## config.mk

```make
export PLATFORM = sky130hd
export DESIGN_NAME = wav_stream_pcm_unpacker
export DESIGN_NICKNAME = d
export VERILOG_FILES = /design/src/rtl/wspu_pkg.sv /design/src/rtl/wspu_parser.sv /design/src/rtl/wav_stream_pcm_unpacker.sv
export SDC_FILE = /design/constraint.sdc
export NUM_CORES = 2
export LEC_CHECK = 0
export BUFFER_PORTS_ARGS = -buffer_cell sky130_fd_sc_hd__buf_4
export CELL_PAD_IN_SITES_DETAIL_PLACEMENT = 0
export CELL_PAD_IN_SITES_GLOBAL_PLACEMENT = 1
export CORE_MARGIN = 10
export CORE_UTILIZATION = 50
export CTS_CLUSTER_DIAMETER = 40
export DETAILED_ROUTE_END_ITERATION = 12
export PLACE_DENSITY_LB_ADDON = 0.1
export SETUP_SLACK_MARGIN = 0.4
export SLEW_MARGIN = 10
export SYNTH_ARGS = -nofsm -noshare
export SYNTH_HDL_FRONTEND = slang
export SYNTH_SLANG_ARGS = --single-unit
```

## constraint.sdc

```tcl
create_clock -name clk -period 19.1 [get_ports clk]
set_clock_uncertainty 0.15 [all_clocks]
set_input_delay 1.91 -clock clk [delete_from_list [all_inputs] [get_ports clk]]
set_output_delay 1.91 -clock clk [all_outputs]
set_load 0.01 [all_outputs]
```

## src/rtl/wspu_pkg.sv

```systemverilog
package wspu_pkg;

  localparam int BlockFramesDef = 128;
  localparam int FmtMaxBytesDef = 40;

  localparam logic [31:0] IdRiff = 32'h46464952;
  localparam logic [31:0] IdWave = 32'h45564157;
  localparam logic [31:0] IdFmt  = 32'h20746D66;
  localparam logic [31:0] IdData = 32'h61746164;

  localparam logic [31:0] Rate44k = 32'd44100;
  localparam logic [31:0] Rate22k = 32'd22050;
  localparam logic [31:0] Rate11k = 32'd11025;

  localparam logic [1:0] CfgStart = 2'd0;
  localparam logic [1:0] CfgEnd   = 2'd1;
  localparam logic [1:0] CfgGain  = 2'd2;

  localparam logic [2:0] StParse  = 3'd0;
  localparam logic [2:0] StPlay   = 3'd1;
  localparam logic [2:0] StDone   = 3'd2;
  localparam logic [2:0] StBadHdr = 3'd3;
  localparam logic [2:0] StUnsup  = 3'd4;

  typedef struct packed {
    logic [7:0] data_byte;
    logic       new_file;
  } in_item_t;

  typedef struct packed {
    logic              sample_valid;
    logic signed [15:0] sample;
    logic [1:0]        channel;
    logic              block_last;
    logic              stream_last;
    logic [2:0]        status;
  } out_item_t;

  // front-to-back command: raw sample word plus its marks
  typedef struct packed {
    logic        valid;
    logic [15:0] raw;
    logic [1:0]  channel;
    logic        block_last;
    logic        stream_last;
    logic [2:0]  status;
  } cmd_t;

endpackage

```

## src/rtl/wspu_parser.sv

```systemverilog
module wspu_parser #(
  parameter int BLOCK_FRAMES  = wspu_pkg::BlockFramesDef,
  parameter int FMT_MAX_BYTES = wspu_pkg::FmtMaxBytesDef
) (
  input  logic              clk,
  input  logic              rst,
  input  logic              take,
  input  wspu_pkg::in_item_t item,
  input  logic [31:0]       start_offset,
  input  logic [31:0]       end_offset,
  output wspu_pkg::cmd_t    cmd,
  output logic              setup
);

  localparam int FbW = $clog2(BLOCK_FRAMES + 1);

  localparam logic [3:0] PhStopped = 4'd0;
  localparam logic [3:0] PhId      = 4'd1;
  localparam logic [3:0] PhFmt     = 4'd2;
  localparam logic [3:0] PhChunk   = 4'd3;
  localparam logic [3:0] PhSkipCh  = 4'd4;
  localparam logic [3:0] PhSkipPre = 4'd5;
  localparam logic [3:0] PhSeek    = 4'd6;
  localparam logic [3:0] PhPlay    = 4'd7;
  localparam logic [3:0] PhDone    = 4'd8;
  localparam logic [3:0] PhBadHdr  = 4'd9;
  localparam logic [3:0] PhUnsup   = 4'd10;

  logic [3:0]  parse_phase, parse_phase_next;
  logic [2:0]  play_mode, play_mode_next;
  logic [31:0] header_words [16];
  logic [5:0]  header_byte_count, header_byte_count_next;
  logic [31:0] bytes_remaining, bytes_remaining_next;
  logic [31:0] file_position, file_position_next;
  logic [31:0] skip_remaining, skip_remaining_next;
  logic [7:0]  low_byte_hold, low_byte_hold_next;
  logic [1:0]  byte_phase, byte_phase_next;
  logic [FbW-1:0] frame_in_block, frame_in_block_next;

  // start setup works on registered data-chunk context in the following cycle
  logic        setup_pend, setup_pend_next;
  logic [31:0] data_len, data_len_next;

  logic        wr_en;
  logic [3:0]  wr_idx;
  logic [1:0]  wr_lane;
  logic [31:0] w0, w1, w2, w3, w4;
  logic [31:0] w0n, w1n, w3n, w4n;

  wspu_pkg::cmd_t cmd_q, cmd_next;

  assign w0 = header_words[0];
  assign w1 = header_words[1];
  assign w2 = header_words[2];
  assign w3 = header_words[3];
  assign w4 = header_words[4];

  // header words as they stand after the current byte
  function automatic logic [31:0] merged(input logic [31:0] w, input logic [3:0] idx,
                                         input logic en, input logic [3:0] widx,
                                         input logic [1:0] lane, input logic [7:0] b);
    logic [31:0] r;
    r = w;
    if (en && idx == widx) r[lane*8 +: 8] = b;
    return r;
  endfunction

  always_comb begin
    wr_idx  = header_byte_count[5:2];
    wr_lane = header_byte_count[1:0];
    wr_en   = 1'b0;
    if (take && !item.new_file &&
        (parse_phase == PhId || parse_phase == PhFmt || parse_phase == PhChunk))
      wr_en = 1'b1;
    if (take && item.new_file) begin
      wr_en = 1'b1;
      wr_idx = 4'd0;
      wr_lane = 2'd0;
    end
    w0n = merged(w0, 4'd0, wr_en, wr_idx, wr_lane, item.data_byte);
    w1n = merged(w1, 4'd1, wr_en, wr_idx, wr_lane, item.data_byte);
    w3n = merged(w3, 4'd3, wr_en, wr_idx, wr_lane, item.data_byte);
    w4n = merged(w4, 4'd4, wr_en, wr_idx, wr_lane, item.data_byte);
  end

  always_ff @(posedge clk) begin
    if (wr_en) header_words[wr_idx][wr_lane*8 +: 8] <= item.data_byte;
  end

  always_comb begin
    logic [3:0]  ph;
    logic [31:0] br, brm;
    logic        hb_ok, fmt_ok;
    logic [2:0]  m;
    logic [15:0] bits, ch;
    logic [1:0]  last_ph;
    logic        slast;
    logic [2:0]  st;
    parse_phase_next       = parse_phase;
    play_mode_next         = play_mode;
    header_byte_count_next = header_byte_count;
    bytes_remaining_next   = bytes_remaining;
    file_position_next     = file_position;
    skip_remaining_next    = skip_remaining;
    low_byte_hold_next     = low_byte_hold;
    byte_phase_next        = byte_phase;
    frame_in_block_next    = frame_in_block;
    setup_pend_next        = 1'b0;
    data_len_next          = data_len;
    cmd_next               = '0;
    hb_ok = 1'b0; fmt_ok = 1'b0; m = '0; bits = '0; ch = '0;
    last_ph = '0; slast = 1'b0; st = wspu_pkg::StParse;
    ph = parse_phase;
    br = bytes_remaining;
    if (item.new_file) begin
      ph = PhId; br = 32'd20;
      header_byte_count_next = '0;
      file_position_next = '0;
      play_mode_next = '0;
      skip_remaining_next = '0;
      low_byte_hold_next = '0;
      byte_phase_next = '0;
      frame_in_block_next = '0;
    end
    brm = br - 32'd1;
    parse_phase_next = ph;
    bytes_remaining_next = br;
    if (ph != PhStopped) file_position_next = (item.new_file ? 32'd0 : file_position) + 32'd1;
    hb_ok = (item.new_file ? 6'd0 : header_byte_count) != 6'd63 || !wr_en;
    if (ph == PhId || ph == PhFmt || ph == PhChunk)
      header_byte_count_next = (item.new_file ? 6'd0 : header_byte_count) + 6'd1;
    unique case (ph)
      PhId: begin
        bytes_remaining_next = brm;
        if (brm == 32'd0) begin
          if (w0n != wspu_pkg::IdRiff || w2 != wspu_pkg::IdWave) begin
            parse_phase_next = PhBadHdr;
          end else if (w3n == wspu_pkg::IdFmt) begin
            if (w4n < 32'd16 || w4n > 32'(FMT_MAX_BYTES)) begin
              parse_phase_next = PhBadHdr;
            end else begin
              parse_phase_next = PhFmt;
              bytes_remaining_next = w4n;
              header_byte_count_next = '0;
            end
          end else begin
            header_byte_count_next = 6'd12;
            bytes_remaining_next = w4n;
            parse_phase_next = PhSkipPre;
            if (w4n == 32'd0) begin
              parse_phase_next = PhId;
              bytes_remaining_next = 32'd8;
            end
          end
        end
      end
      PhSkipPre: begin
        bytes_remaining_next = brm;
        if (brm == 32'd0) begin
          parse_phase_next = PhId;
          bytes_remaining_next = 32'd8;
        end
      end
      PhFmt: begin
        bytes_remaining_next = brm;
        if (brm == 32'd0) begin
          ch = w0n[31:16];
          bits = w3n[31:16];
          fmt_ok = w0n[15:0] == 16'd1;
          if (w1n == wspu_pkg::Rate22k || w1n == wspu_pkg::Rate11k) m[2] = 1'b1;
          else if (w1n != wspu_pkg::Rate44k) fmt_ok = 1'b0;
          if (ch == 16'd2) m[0] = 1'b1;
          else if (ch != 16'd1) fmt_ok = 1'b0;
          if (bits == 16'd16) m[1] = 1'b1;
          else if (bits != 16'd8) fmt_ok = 1'b0;
          if (fmt_ok) begin
            play_mode_next = m;
            parse_phase_next = PhChunk;
            bytes_remaining_next = 32'd8;
            header_byte_count_next = '0;
          end else begin
            parse_phase_next = PhUnsup;
          end
        end
      end
      PhChunk: begin
        bytes_remaining_next = brm;
        if (brm == 32'd0) begin
          if (w0n == wspu_pkg::IdData) begin
            // hold in a one-cycle setup state; the next byte waits on it
            setup_pend_next = 1'b1;
            data_len_next = w1n;
            parse_phase_next = PhDone;
          end else begin
            parse_phase_next = PhSkipCh;
            bytes_remaining_next = w1n;
            if (w1n == 32'd0) begin
              parse_phase_next = PhChunk;
              bytes_remaining_next = 32'd8;
              header_byte_count_next = '0;
            end
          end
        end
      end
      PhSkipCh: begin
        bytes_remaining_next = brm;
        if (brm == 32'd0) begin
          parse_phase_next = PhChunk;
          bytes_remaining_next = 32'd8;
          header_byte_count_next = '0;
        end
      end
      PhSeek: begin
        skip_remaining_next = skip_remaining - 32'd1;
        if (skip_remaining == 32'd1) parse_phase_next = PhPlay;
      end
      PhPlay: begin
        bytes_remaining_next = brm;
        if (play_mode == 3'd2 || play_mode == 3'd3) begin
          last_ph = (play_mode == 3'd2) ? 2'd1 : 2'd3;
          if (!byte_phase[0]) begin
            low_byte_hold_next = item.data_byte;
          end else begin
            cmd_next.raw = {item.data_byte, low_byte_hold};
            if (byte_phase == last_ph) begin
              cmd_next.valid = 1'b1;
              cmd_next.channel = (play_mode == 3'd2) ? 2'd0 : 2'd2;
              slast = brm < ((play_mode == 3'd2) ? 32'd2 : 32'd4);
              cmd_next.stream_last = slast;
              if (frame_in_block + FbW'(1) >= FbW'(BLOCK_FRAMES) || slast) begin
                cmd_next.block_last = 1'b1;
                frame_in_block_next = '0;
              end else begin
                frame_in_block_next = frame_in_block + FbW'(1);
              end
            end else if (brm >= 32'd2) begin
              cmd_next.valid = 1'b1;
              cmd_next.channel = 2'd1;
            end
          end
          byte_phase_next = (byte_phase == last_ph) ? 2'd0 : byte_phase + 2'd1;
        end
        if (brm == 32'd0) parse_phase_next = PhDone;
      end
      default: ;
    endcase
    if (!hb_ok) header_byte_count_next = header_byte_count;
    if (parse_phase_next >= PhId && parse_phase_next <= PhSkipPre) st = wspu_pkg::StParse;
    else if (parse_phase_next == PhSeek || parse_phase_next == PhPlay) st = wspu_pkg::StPlay;
    else if (parse_phase_next == PhBadHdr) st = wspu_pkg::StBadHdr;
    else if (parse_phase_next == PhUnsup) st = wspu_pkg::StUnsup;
    else st = wspu_pkg::StDone;
    cmd_next.status = st;
  end

  // data start: offset arithmetic on registered context
  logic [32:0] seek;
  logic [31:0] actual, len_s;
  always_comb begin
    seek = {1'b0, file_position} + {1'b0, start_offset};
    if (play_mode == 3'd3) seek[1:0] = 2'b00;
    else if (play_mode == 3'd2) seek[0] = 1'b0;
    actual = '0;
    len_s = data_len;
    if (start_offset != 32'd0) begin
      if (seek > {1'b0, file_position}) actual = 32'(seek - {1'b0, file_position});
      len_s = (actual >= data_len) ? 32'd0 : data_len - actual;
    end
    if (end_offset != 32'd0 && end_offset < len_s)
      len_s = (end_offset > start_offset) ? end_offset - start_offset : 32'd0;
  end

  // the data header's transaction leaves during the setup cycle with its final status
  always_comb begin
    cmd = cmd_q;
    if (setup_pend) cmd.status = (len_s == 32'd0) ? wspu_pkg::StDone : wspu_pkg::StPlay;
  end

  assign setup = setup_pend;

  always_ff @(posedge clk) begin
    if (rst) begin
      parse_phase <= PhStopped;
      play_mode <= '0;
      header_byte_count <= '0;
      bytes_remaining <= '0;
      file_position <= '0;
      skip_remaining <= '0;
      low_byte_hold <= '0;
      byte_phase <= '0;
      frame_in_block <= '0;
      setup_pend <= 1'b0;
      cmd_q <= '0;
    end else if (setup_pend) begin
      setup_pend <= 1'b0;
      bytes_remaining <= len_s;
      skip_remaining <= actual;
      byte_phase <= '0;
      frame_in_block <= '0;
      low_byte_hold <= '0;
      if (len_s == 32'd0) parse_phase <= PhDone;
      else if (actual != 32'd0) parse_phase <= PhSeek;
      else parse_phase <= PhPlay;
    end else if (take) begin
      parse_phase <= parse_phase_next;
      play_mode <= play_mode_next;
      header_byte_count <= header_byte_count_next;
      bytes_remaining <= bytes_remaining_next;
      file_position <= file_position_next;
      skip_remaining <= skip_remaining_next;
      low_byte_hold <= low_byte_hold_next;
      byte_phase <= byte_phase_next;
      frame_in_block <= frame_in_block_next;
      setup_pend <= setup_pend_next;
      cmd_q <= cmd_next;
    end
  end

  always_ff @(posedge clk) begin
    if (take) data_len <= data_len_next;
  end

endmodule

```

## src/rtl/wav_stream_pcm_unpacker.sv

```systemverilog
// A byte's result is on the output once it has passed the gain multiply
// register and then the queue write, after the edge that takes it.
// Throughput: one byte per cycle, except in the setup state after the data
// chunk header, in which the start offset is resolved and push is held off,
// and except while the queue and the two stages in flight would overfill it.
// Reset (rst, synchronous) stops the parser (status finished), empties the
// queue and sets start 0, end 0 and gain 1.0.
module wav_stream_pcm_unpacker #(
  parameter int BLOCK_FRAMES  = wspu_pkg::BlockFramesDef,
  parameter int FMT_MAX_BYTES = wspu_pkg::FmtMaxBytesDef
) (
  input  logic                clk,
  input  logic                rst,
  input  logic                push,
  output logic                full,
  input  wspu_pkg::in_item_t  in_item,
  output logic                empty,
  input  logic                pop,
  output wspu_pkg::out_item_t out_item,
  input  logic                cfg_valid,
  output logic                cfg_ready,
  input  logic [1:0]          cfg_index,
  input  logic [31:0]         cfg_data
);

  logic [31:0] start_offset, end_offset;
  logic [14:0] volume_gain;
  logic        take, busy;
  logic        c_v, m_v;
  logic        setup;
  wspu_pkg::cmd_t cmd;
  wspu_pkg::out_item_t m_item;
  wspu_pkg::out_item_t q [4];
  logic [1:0] wp, rp;
  logic [2:0] cnt;
  logic signed [31:0] prod;
  logic [31:0] mag;
  logic signed [16:0] q17;

  assign cfg_ready = 1'b1;
  always_ff @(posedge clk) begin
    if (rst) begin
      start_offset <= '0;
      end_offset <= '0;
      volume_gain <= 15'd4096;
    end else if (cfg_valid) begin
      unique case (cfg_index)
        wspu_pkg::CfgStart: start_offset <= cfg_data;
        wspu_pkg::CfgEnd:   end_offset <= cfg_data;
        wspu_pkg::CfgGain:  volume_gain <= cfg_data[14:0];
        default: ;
      endcase
    end
  end

  // two results in flight above the queue: keep space for them
  assign busy = setup;
  assign full = busy || (cnt + {2'b0, c_v} + {2'b0, m_v} > 3'd3);
  assign take = push && !full;

  wspu_parser #(.BLOCK_FRAMES(BLOCK_FRAMES), .FMT_MAX_BYTES(FMT_MAX_BYTES)) u_parser (
    .clk, .rst, .take, .item(in_item), .start_offset, .end_offset, .cmd, .setup
  );

  always_ff @(posedge clk) begin
    if (rst) c_v <= 1'b0;
    else c_v <= take;
  end

  always_comb begin
    prod = $signed(cmd.raw) * $signed({1'b0, volume_gain});
    mag = prod[31] ? 32'(-prod) : 32'(prod);
    mag = mag >> 12;
    q17 = prod[31] ? -$signed({1'b0, mag[15:0]}) : $signed({1'b0, mag[15:0]});
  end

  always_ff @(posedge clk) begin
    if (rst) m_v <= 1'b0;
    else m_v <= c_v;
    m_item.sample_valid <= cmd.valid;
    m_item.channel <= cmd.channel;
    m_item.block_last <= cmd.block_last;
    m_item.stream_last <= cmd.stream_last;
    m_item.status <= cmd.status;
    if (!cmd.valid) m_item.sample <= '0;
    else if (!prod[31] && mag > 32'd32767) m_item.sample <= 16'sd32767;
    else if (prod[31] && mag > 32'd32768) m_item.sample <= -16'sd32768;
    else m_item.sample <= q17[15:0];
  end

  always_ff @(posedge clk) begin
    if (m_v) q[wp] <= m_item;
    if (rst) begin
      wp <= '0; rp <= '0; cnt <= '0;
    end else begin
      if (m_v) wp <= wp + 2'd1;
      if (pop && !empty) rp <= rp + 2'd1;
      cnt <= cnt + {2'b0, m_v} - {2'b0, pop && !empty};
    end
  end

  assign empty = cnt == 3'd0;
  assign out_item = q[rp];

  assert property (@(posedge clk) disable iff (rst) cnt <= 3'd4)
    else $error("queue overflow");
  assert property (@(posedge clk) disable iff (rst) m_v |-> cnt < 3'd4)
    else $error("result written into full queue");
  assert property (@(posedge clk) disable iff (rst) take |=> c_v)
    else $error("accepted byte lost");

endmodule
```

==> impl_metrics.ini <==
[die]
start_util_pct = 50.18
ioPinCount = 75
fp.dieW_um = 320.1
coreArea_sq_um = 89740
dieArea_sq_um = 102500
die_y_um = 320.1
row_count = 110

[clock_tree]
ctsHoldBuffers = 0
cts-root-buf = clkbuf_16
cts_setup_buffers = 0
h-tree-depth = 3
clockBufferDepth = 3
cts.repair.resized = 0
path_clk_slew_ps = 50
clkSinkCount = 554
cts_buffers = 91
cts_tree = done
insertion_delay_ps = 680

[cells_and_area]
syn_to_final_growth_pct = 10.75
fin_cells = 6398
utilization_pct = 55.57
drive_above_1_share_pct = 8.123
nNetsFinal = 5706
n_fill_cell = 8284

[sta]
rsz0062_at_grt = false
relSlewSlack_pct = 11.25
period_share_pct = 72.55
fin_setup_tns_ps = 0
finalSetupViolCount = 0
hold_viol = 0
fmax_mhz = 72.16
fin_hold_ws_ps = 309.9
tightestPinTransition_ps = 1319
drv_slew = 0
fin_crit_ps = 13860

[global_routing]
overflow = 0
grt_pass1_wl_um = 241200
grt_max_degree = 68
grt_pass1_vias = 38050
grt_antenna_before_repair = 9
grt.total_usage_pct = 30.46

[synth]
synth_area_sq_um = 45030
yosys.area.top_type = edfxtp_1
ys_warn_count = 0
yosysUniqueCellTypes = 103
synth-seq-area-share_pct = 31.03
syn_inst = 5161
synth_area_leaders = edfxtp_1 19%, dfxtp_1 12%, fa_1 11%
synth_top_area_share_pct = 19.21
syn-num-nets = 5724
ys_ff_latch = 554
async_flop_share_pct = 0
synth_edf_count = 288
synth_flop_cell = edfxtp_1
avgSynthCellArea_sq_um = 8.725

[place]
dp_cells = 6226
port_buffers = 73
dp_hpwl_um = 123300
routabilityCongestion = 0.9748

[drt]
top_layer = met5
vias = 39830
via_per_inst = 6.225
ant_nets = 0
wl_met2_um = 69110
wire_per_inst_um = 25.00
drt-met1-wl_um = 69760
route.met3.wl_um = 14300
drt_wl_total_um = 159900
drt_iter0_drc = 4190
drc = 0
first_pass_iters = 6

[job]
maxCapViolations = 0

[worst_hold_path]
hold_end = u_parser.play_mode[2]$_SDFFE_PP0P_
whs_path_depth = 2
hold_start = u_parser.play_mode[2]$_SDFFE_PP0P_
hold_class = reg -> reg

[critical_path]
cp-end-kind = flip-flop
worst_r2r_endpoint = u_parser.parse_phase[3]$_SDFFE_PP0P_
critPathMaxStageDelay_ps = 860
crit_type = reg -> reg
r2r-start = u_parser.file_position[0]$_SDFFE_PP0P_
ff2ff_setup_slack_ps = 5240
crit_arrival_ps = 14310
crit_path_start_kind = flip-flop
cpMaxStageDelayCell = nor4_2
worstPathRequired_ps = 19550
rr_worst_depth = 56
cp_max_fo = 43

[pwr]
p_per_area_nw_per_um2 = 88.62
irDropWorstVdd_mv = 0.09327
leakage_nw = 19.81

[status]
status = finished, final reports clean
[state kept, by name, summed over array words and instances (netlist names), 2 cells and up, named ones only]
register                    count
end_offset                     32
u_parser.play_mode              3
volume_gain                    15
start_offset                   32
u_parser.header_words         160
u_parser.header_byte_count      6
cnt                             3
u_parser.parse_phase            4
u_parser.frame_in_block         8
rp                              2
u_parser.cmd                   21
u_parser.bytes_remaining       32
u_parser.file_position         32
wp                              2
u_parser.skip_remaining        32
u_parser.cmd_q                  3
m_item                         24
u_parser.low_byte_hold          8
u_parser.byte_phase             2
q                              96
u_parser.data_len              32
[worst max-delay path: cells and delay by family, from the launching register on]
| family | cells | cell delay, ps |
|---|---|---|
| fa+ha+maj | 6 | 1670 |
| compound gates | 29 | 6080 |
| simple gates | 13 | 3750 |
| flops | 1 | 410 |
| buf+inv | 7 | 1580 |
| xor+xnor | 1 | 140 |
[metrics by stage]
step                setup slack [ps]  total power, mW  cell area, sq um
global placement                5742            2.725             46690
floorplan                       8417            2.259             45030
finish                          5243            4.420             49870
CTS                             5461            4.403             49870
global route                    4258            4.597             49870
detailed placement              5490            2.718             46690
[cells by family after synthesis]
logic type | Yosys count | share of synthesized area (%)
fa+ha+maj | 515 | 18.49
flops | 554 | 31.03
xor+xnor | 216 | 4.201
compound gates | 1221 | 17.67
buf+inv | 709 | 6.007
mux | 62 | 2.078
simple gates | 1883 | 20.51
other cells | 1 | 0.008328
[per-layer routing]
metal / GRT usage [%] / up-vias
met5: 0 / -
met4: 11.62 / 16
met3: 6.158 / 318
met2: 46.48 / 1676
met1: 42.21 / 19400
li1: - / 18410
[cell type report]
class	count	area [sq um]	area share, %
Clock buffer	101	2355	4.722
Timing Repair Buffer	141	1062	2.130
Clock inverter	69	822.0	1.648
Tap cell	1176	1471	2.950
Sequential cell	554	13980	28.02
Antenna cell	2	5.005	0.01004
Multi-Input combinational cell	3898	28460	57.08
Inverter	457	1715	3.440
[Yosys cell counts, types with 41 or more instances]
library cell,n
clkbuf_1,217
xnor2_1,144
a31oi_1,43
nor3_1,152
edfxtp_1,288
inv_1,451
dfxtp_1,266
nor4_1,92
nand3_1,129
nand4_1,72
a211oi_1,43
nor2_1,330
xor2_1,72
and2_1,137
a21o_1,75
fa_1,251
o21ai_0,243
a21oi_1,366
ha_1,264
o21a_1,41
nand2_1,682
[layout by cell type, fill, tap and decap left out, types with 72 or more instances in the layout]
master,n
nand4_1,72
xnor2_1,144
nor2_1,329
and2_1,137
a21oi_1,366
a21o_1,75
edfxtp_1,288
xor2_1,72
nor4_1,86
nor3_1,146
o21ai_0,243
fa_1,251
nand3_1,129
dfxtp_1,264
inv_1,451
nand2_1,682
ha_1,264
buf_4,140
clkbuf_16,91
[worst max path at each step]
stage | endpoint | start | slack (ps)
after floorplan | u_parser.parse_phase[3]$_SDFFE_PP0P_ | u_parser.file_position[0]$_SDFFE_PP0P_ | 8420
after global placement | u_parser.parse_phase[3]$_SDFFE_PP0P_ | start_offset[0]$_SDFFE_PP0P_ | 5740
after detailed placement | u_parser.parse_phase[3]$_SDFFE_PP0P_ | u_parser.file_position[0]$_SDFFE_PP0P_ | 5490
after CTS | u_parser.parse_phase[3]$_SDFFE_PP0P_ | u_parser.file_position[0]$_SDFFE_PP0P_ | 5460
after global routing | u_parser.parse_phase[3]$_SDFFE_PP0P_ | start_offset[0]$_SDFFE_PP0P_ | 4260
final | u_parser.parse_phase[3]$_SDFFE_PP0P_ | u_parser.file_position[0]$_SDFFE_PP0P_ | 5240
[power breakdown]
part	internal, mW	switching (mW)	total, mW
Combinational	0.465	0.901	1.37
Sequential	1.29	0.0775	1.37
Clock	1.00	0.677	1.68
Total	2.76	1.66	4.42
Note: power is estimated with default switching activity, not from simulation.
